==> src/rtl/particle_mesh_gravity_step_assert.svh <==
// Assertion macros for the particle-mesh gravity step block.
// Both macros expect clk and arst_n in scope.
`ifndef PARTICLE_MESH_GRAVITY_STEP_ASSERT_SVH
`define PARTICLE_MESH_GRAVITY_STEP_ASSERT_SVH
`ifndef SYNTHESIS
`define PMG_ASSERT(label, prop, msg) \
	label: assert property (@(posedge clk) disable iff (!arst_n) (prop)) else $error(msg);
`define PMG_ASSERT_NEXT(label, ante, cons, msg) \
	label: assert property (@(posedge clk) disable iff (!arst_n) (ante) |=> (cons)) \
		else $error(msg);
`else
`define PMG_ASSERT(label, prop, msg)
`define PMG_ASSERT_NEXT(label, ante, cons, msg)
`endif
`endif

==> src/rtl/pmg_pkg.sv <==
`timescale 1ns / 1ps
package pmg_pkg;

	localparam int GRID_SIDE     = 128;
	localparam int MAX_PARTICLES = 512;
	localparam int CELLS         = GRID_SIDE * GRID_SIDE;
	localparam int CELL_W        = $clog2(CELLS);
	localparam int CIDX_W        = $clog2(GRID_SIDE);
	localparam int PIDX_W        = (MAX_PARTICLES > 1) ? $clog2(MAX_PARTICLES) : 1;
	localparam int PCNT_W        = $clog2(MAX_PARTICLES + 1);
	localparam int DENS_W        = 10;
	localparam int CFG_W         = 31;

	localparam logic [DENS_W-1:0] DENS_MAX = '1;

	localparam logic [1:0] OP_LOAD = 2'd0;
	localparam logic [1:0] OP_STEP = 2'd1;
	localparam logic [1:0] OP_READ = 2'd2;

	localparam logic RK_READ = 1'b0;
	localparam logic RK_STEP = 1'b1;

	localparam logic [1:0] CFG_SOURCE = 2'd0;
	localparam logic [1:0] CFG_TSTEP  = 2'd1;
	localparam logic [1:0] CFG_SWEEPS = 2'd2;
	localparam logic [1:0] CFG_PCOUNT = 2'd3;

	typedef struct packed {
		logic [1:0]         opcode;
		logic [8:0]         particle_index;
		logic signed [31:0] pos_x;
		logic signed [31:0] pos_y;
		logic signed [31:0] vel_x;
		logic signed [31:0] vel_y;
	} pmg_cmd_t;

	typedef struct packed {
		logic               result_kind;
		logic [8:0]         out_index;
		logic signed [31:0] out_pos_x;
		logic signed [31:0] out_pos_y;
		logic signed [31:0] out_vel_x;
		logic signed [31:0] out_vel_y;
	} pmg_rsp_t;

	typedef struct packed {
		logic signed [31:0] pos_x;
		logic signed [31:0] pos_y;
		logic signed [31:0] vel_x;
		logic signed [31:0] vel_y;
	} pmg_part_t;

	typedef struct packed {
		logic              ok;
		logic [CIDX_W-1:0] idx;
	} pmg_cell_t;

	function automatic logic signed [31:0] sat32(input logic signed [63:0] v);
		if (v > 64'sh0000_0000_7FFF_FFFF)
			return 32'sh7FFF_FFFF;
		if (v < 64'shFFFF_FFFF_8000_0000)
			return 32'sh8000_0000;
		return $signed(v[31:0]);
	endfunction

	// nearest cell, round half up; ok only for interior cells
	function automatic pmg_cell_t cell_of(input logic signed [31:0] p);
		logic [32:0] t;
		logic [16:0] c;
		pmg_cell_t   r;
		t = {p[31], p} + 33'h0_8000;
		c = t[32:16];
		r.ok = !c[16] && (c != 17'd0) && (c[15:0] <= 16'(GRID_SIDE - 2));
		r.idx = c[CIDX_W-1:0];
		return r;
	endfunction

	function automatic logic [CELL_W-1:0] cell_addr(input logic [CIDX_W-1:0] cx,
			input logic [CIDX_W-1:0] cy);
		return CELL_W'(CELL_W'(cx) * CELL_W'(GRID_SIDE) + CELL_W'(cy));
	endfunction

endpackage

==> src/rtl/pmg_kick.sv <==
`timescale 1ns / 1ps
// Four-stage kick-drift for one axis: v += f*dt, then p += v*dt.
module pmg_kick (
	input  logic               clk,
	input  logic signed [32:0] frc,
	input  logic signed [31:0] vel,
	input  logic signed [31:0] pos,
	input  logic [16:0]        dt,
	output logic signed [31:0] vel_new,
	output logic signed [31:0] pos_new
);

	logic signed [50:0] fdt_s1;
	logic signed [31:0] vel_s1, pos_s1;
	logic signed [31:0] vel_s2, pos_s2;
	logic signed [49:0] vdt_s3;
	logic signed [31:0] vel_s3, pos_s3;
	logic signed [31:0] vel_s4, pos_s4;

	always_ff @(posedge clk) begin
		fdt_s1 <= frc * $signed({1'b0, dt});
		vel_s1 <= vel;
		pos_s1 <= pos;
		vel_s2 <= pmg_pkg::sat32(64'(vel_s1) + 64'(fdt_s1 >>> 16));
		pos_s2 <= pos_s1;
		vdt_s3 <= vel_s2 * $signed({1'b0, dt});
		vel_s3 <= vel_s2;
		pos_s3 <= pos_s2;
		pos_s4 <= pmg_pkg::sat32(64'(pos_s3) + 64'(vdt_s3 >>> 16));
		vel_s4 <= vel_s3;
	end

	assign vel_new = vel_s4;
	assign pos_new = pos_s4;

endmodule

==> config.mk <==
export PLATFORM = sky130hd
export DESIGN_NAME = pmg_kick
export DESIGN_NICKNAME = d
export VERILOG_FILES = /design/src/rtl/particle_mesh_gravity_step_assert.svh /design/src/rtl/pmg_pkg.sv /design/src/rtl/pmg_kick.sv
export SDC_FILE = /design/constraint.sdc
export NUM_CORES = 2
export LEC_CHECK = 0
export BUFFER_PORTS_ARGS = -buffer_cell sky130_fd_sc_hd__buf_2
export CAP_MARGIN = 25
export CORE_MARGIN = 2
export CORE_UTILIZATION = 55
export CTS_CLUSTER_DIAMETER = 120
export DETAILED_ROUTE_END_ITERATION = 12
export PLACE_DENSITY = 0.72
export SLEW_MARGIN = 20
export SYNTH_ARGS = -nofsm -noshare
export SYNTH_HDL_FRONTEND = slang
export SYNTH_SLANG_ARGS = --single-unit
==> constraint.sdc <==
create_clock -name clk -period 12.4 [get_ports clk]
set_input_delay 1.86 -clock clk [delete_from_list [all_inputs] [get_ports clk]]
set_output_delay 1.86 -clock clk [all_outputs]
set_load 0.1 [all_outputs]
======== Yosys cells after proc, flatten, opt, wreduce, memory -nomap -nowiden ========
Cells that the tools add are included.
word-level totals
  register bits after elaboration ......... 357
  word-level logic and storage cells ...... 32
  output and inout port bits .............. 64
operators by class
  order comparisons ....................... 4
  $mul .................................... 2
  muxes and demuxes ....................... 14
  add/subtract/negate cells ............... 2
operators with widths
  kind                  count
  $mux 32               8
  $mul 33x18->51        1
  $mul 32x18->50        1
  $add 32x35->36        1
  $gt 36x32->1 const B  1
  $lt 36x32->1 const B  1
  $add 32x34->35        1
  $gt 35x32->1 const B  1
  $lt 35x32->1 const B  1
  $mux 1                6

======== Longest topological paths before layout ========
  depth after elaboration ................. 6
  gate-level depth with buffers ........... 26
  depth with buffers taken out ............ 24

======== Worst setup path after synthesis ========
Ideal clock, no wire load.
  path kind ............................... input-to-reg
  start point ............................. in dt[9]
  end point ............................... reg fdt_s1[38]
  slack ................................... 4.365 ns
  required time ........................... 12.328 ns
  stages on the path ...................... 25
  arrival time ............................ 7.963 ns
  cell sequence ........................... clkbuf_1 -> clkbuf_1 -> nand2_1 -> fa_1 -> inv_1 -> fa_1 -> inv_1 -> fa_1 -> inv_1 -> fa_1 -> fa_1 -> inv_1 -> fa_1 -> inv_1 -> ha_1 -> and4_1 -> and3_1 -> o2111ai_1 -> nand3_1 -> a41o_1 -> a211o_1 -> a221o_1 -> a21o_1 -> a221oi_2 -> xnor2_1
between the ends
  cells in the longest elaborated chain, start to end .. 1
RTL lines
  what                  line            text
  from (decl)           pmg_kick.sv:8   input logic [16:0] dt,
  $mul 33x18->51        pmg_kick.sv:21  fdt_s1 <= frc * $signed({1'b0, dt});
  to (signal assigned)  pmg_kick.sv:21
  to (decl)             pmg_kick.sv:13  logic signed [50:0] fdt_s1;
No other way between the ends.

======== Final worst setup path ========
  start point ............................. in dt[3]
  end point ............................... reg fdt_s1[46]
Same word-level chain as after synthesis.

==> flow_summary.toml <==
[clock_tree]
cts_tree = "done"
clockBufferDepth = 3
clkTransAtPathRegs_ps = 60
cts-root-buf = "clkbuf_16"
htree_num_levels = 2
cts_resized = 0
clock-sinks = 325
postCtsSetupBuffers = 0
clk_latency_ps = 620
holdBufCountCts = 0
numCtsBuffers = 40

[floorplan]
fp.dieW_um = 299
rows = 108
initial_core_util = 0.553
dieHeight_um = 299
fp.coreArea_um2 = 86300
ios = 179
die_area_um2 = 89200

[logic_synthesis]
ys_seq_area_frac = 0.136
synth.area.top_cells = "fa_1 (44%), dfxtp_1 (14%), inv_1 (9.5%)"
synth_fp_nets = 6556
syn_area_um2 = 47700
netlist_instances = 5085
synth_top_area_frac = 0.442
yosys_warnings = 0
synth_ff_type = "dfxtp_1"
synth_edf_count = 0
synth-seq-cells = 325
yosysTopAreaCell = "fa_1"
avgSynthCellArea_um2 = 9.39
ys_top_cells_by_count = "inv_1 (1211), fa_1 (1055), nand2_1 (729)"
async_reset_ff_frac = 0
synth.distinct_cells = 90
yosysMostFrequentCell = "inv_1"

[drt]
wirelength_um = 114000
route.met2.wl_um = 53600
wire_per_inst_um = 18.2
drtPass1Iterations = 6
via_count = 33110
drt_iter0_drc = 1952
met3_length_um = 10700
highest_layer = "met5"
drtAntennaViolNets = 0
via_per_inst = 5.26
wl_met1_um = 47400
drc = 0

[setup_path]
crit_fanout = 33
r2r_start = "vel_s2[6]"
crit_required_ps = 12940
startpoint = "dt[3]"
crit_path_end_kind = "flip-flop"
start_kind = "primary input"
critical_path_class = "primary input to flip-flop"
cp_data_arrival_time_ps = 9460

[placement]
pre_cts_ws_ps = 2990
place.gp.congestion = 0.887
io_buffers = 178
place_hpwl_um = 89400

[sta]
hold_violations = 0
setup_viol = 0
period_share = 0.720
fin_ws_ps = 3480
drv_slew = 0
worst_slew_pin_slew_ps = 1030
min_period_ps = 8920
tns_ps = 0
finClkSkew_ps = 20.7
grt_setup_unrepaired = "false"
relSlewSlack = 0.310
fmax_mhz = 112

[global_route]
track_usage = 0.273
overflow = 0
grt_first_pass_wirelength_um = 192000
grt_pass1_vias = 36016
grt_max_degree = 66
antenna_found_initial = 10

[layout]
drive_gt1_frac = 0.0621
area_growth_pct = 6.38
nNetsFinal = 6584

[flow_run]
maxCapViolCount = 0

[run_status]
status = "finished, final reports clean"

[hold_path]
hp-class = "flip-flop to flip-flop"
min_from = "pos_s1[28]"
[placed cells by master, fill, tap and decap left out, drive strengths merged, types with 5 or more instances in the layout]
master,n
a211oi,20
a21o,74
a21oi,122
a31oi,9
and2,459
and3,18
and4,7
buf,203
clkbuf,46
clkinv,10
dfxtp,325
fa,1055
ha,301
inv,1217
nand2,729
nand2b,11
nand3,34
nand4,21
nor2,67
nor2b,13
nor3,14
o211ai,9
o21a,14
o21ai,117
o21bai,16
o31a,5
o31ai,8
xnor2,85
xor2,53
[sequential cells by signal, summed over array words and instances (netlist names)]
name / count
pos_new: 32
pos_s1: 32
vel_s1: 32
fdt_s1: 35
pos_s3: 32
vel_s2: 32
vdt_s3: 34
pos_s2: 32
vel_new: 32
vel_s3: 32
[layout make-up]
class	count	area (um2)
clock buffer	46	1040
timing repair buffer	203	1090
sequential	325	6510
antenna	1	2.50
clock inverter	23	328
inverter	1211	4550
fill	7353	35600
multi-input combinational	3332	35800
tap	1155	1450
[worst max-delay path, cell delays in order]
cell and delay (ps):
buf_2 630, nand2_1 170, fa_1 540, fa_1 510, fa_1 540, inv_1 60
fa_1 490, fa_1 490, inv_1 50, fa_1 480, inv_1 40, ha_1 330
and4_1 250, and3_1 170, o2111ai_1 400, a21oi_1 480, o21ai_0 240, o41ai_1 900
a31o_2 330, a211oi_1 110, o21bai_1 170, xor2_1 160
[cells by family (layout without fill, tap and decap cells)]
group | Yosys count | in the layout | synth area share
other | 0 | 1 | 0
buffers and inverters | 1428 | 1483 | 0.113
AND/OR/NAND/NOR | 1393 | 1393 | 0.141
AO/OA/AOI/OAI | 445 | 445 | 0.0624
flip-flops | 325 | 325 | 0.136
adder cells (fa/ha/maj) | 1356 | 1356 | 0.521
XOR/XNOR | 138 | 138 | 0.0253
[per-layer routing]
| metal | vias to the layer above | global-route usage |
|---|---|---|
| li1 | 14984 | - |
| met1 | 16786 | 0.370 |
| met2 | 1158 | 0.442 |
| met3 | 164 | 0.0682 |
| met4 | 18 | 0.0674 |
| met5 | - | 0 |
[worst paths after layout]
kind	to	slack (ps)	depth (start not counted)
setup / recovery	fdt_s1[46]	3480	22
hold reg to reg	pos_s2[28]	320	0
setup reg to reg	vdt_s3[49]	5340	22
hold / removal	pos_s2[28]	320	0
[through the flow]
step	util	hold slack [ps]	instances	cell area [um2]
global placement	0.572	310	6225	49400
CTS	0.588	317	6295	50800
finish	0.588	317	6296	50800
global route	0.588	313	6295	50800
detailed placement	0.572	312	6226	49400
floorplan	-	310	5085	47700
Power is not shown: default switching activity piles up to over one toggle a cycle in this logic, so the estimate is an artifact.
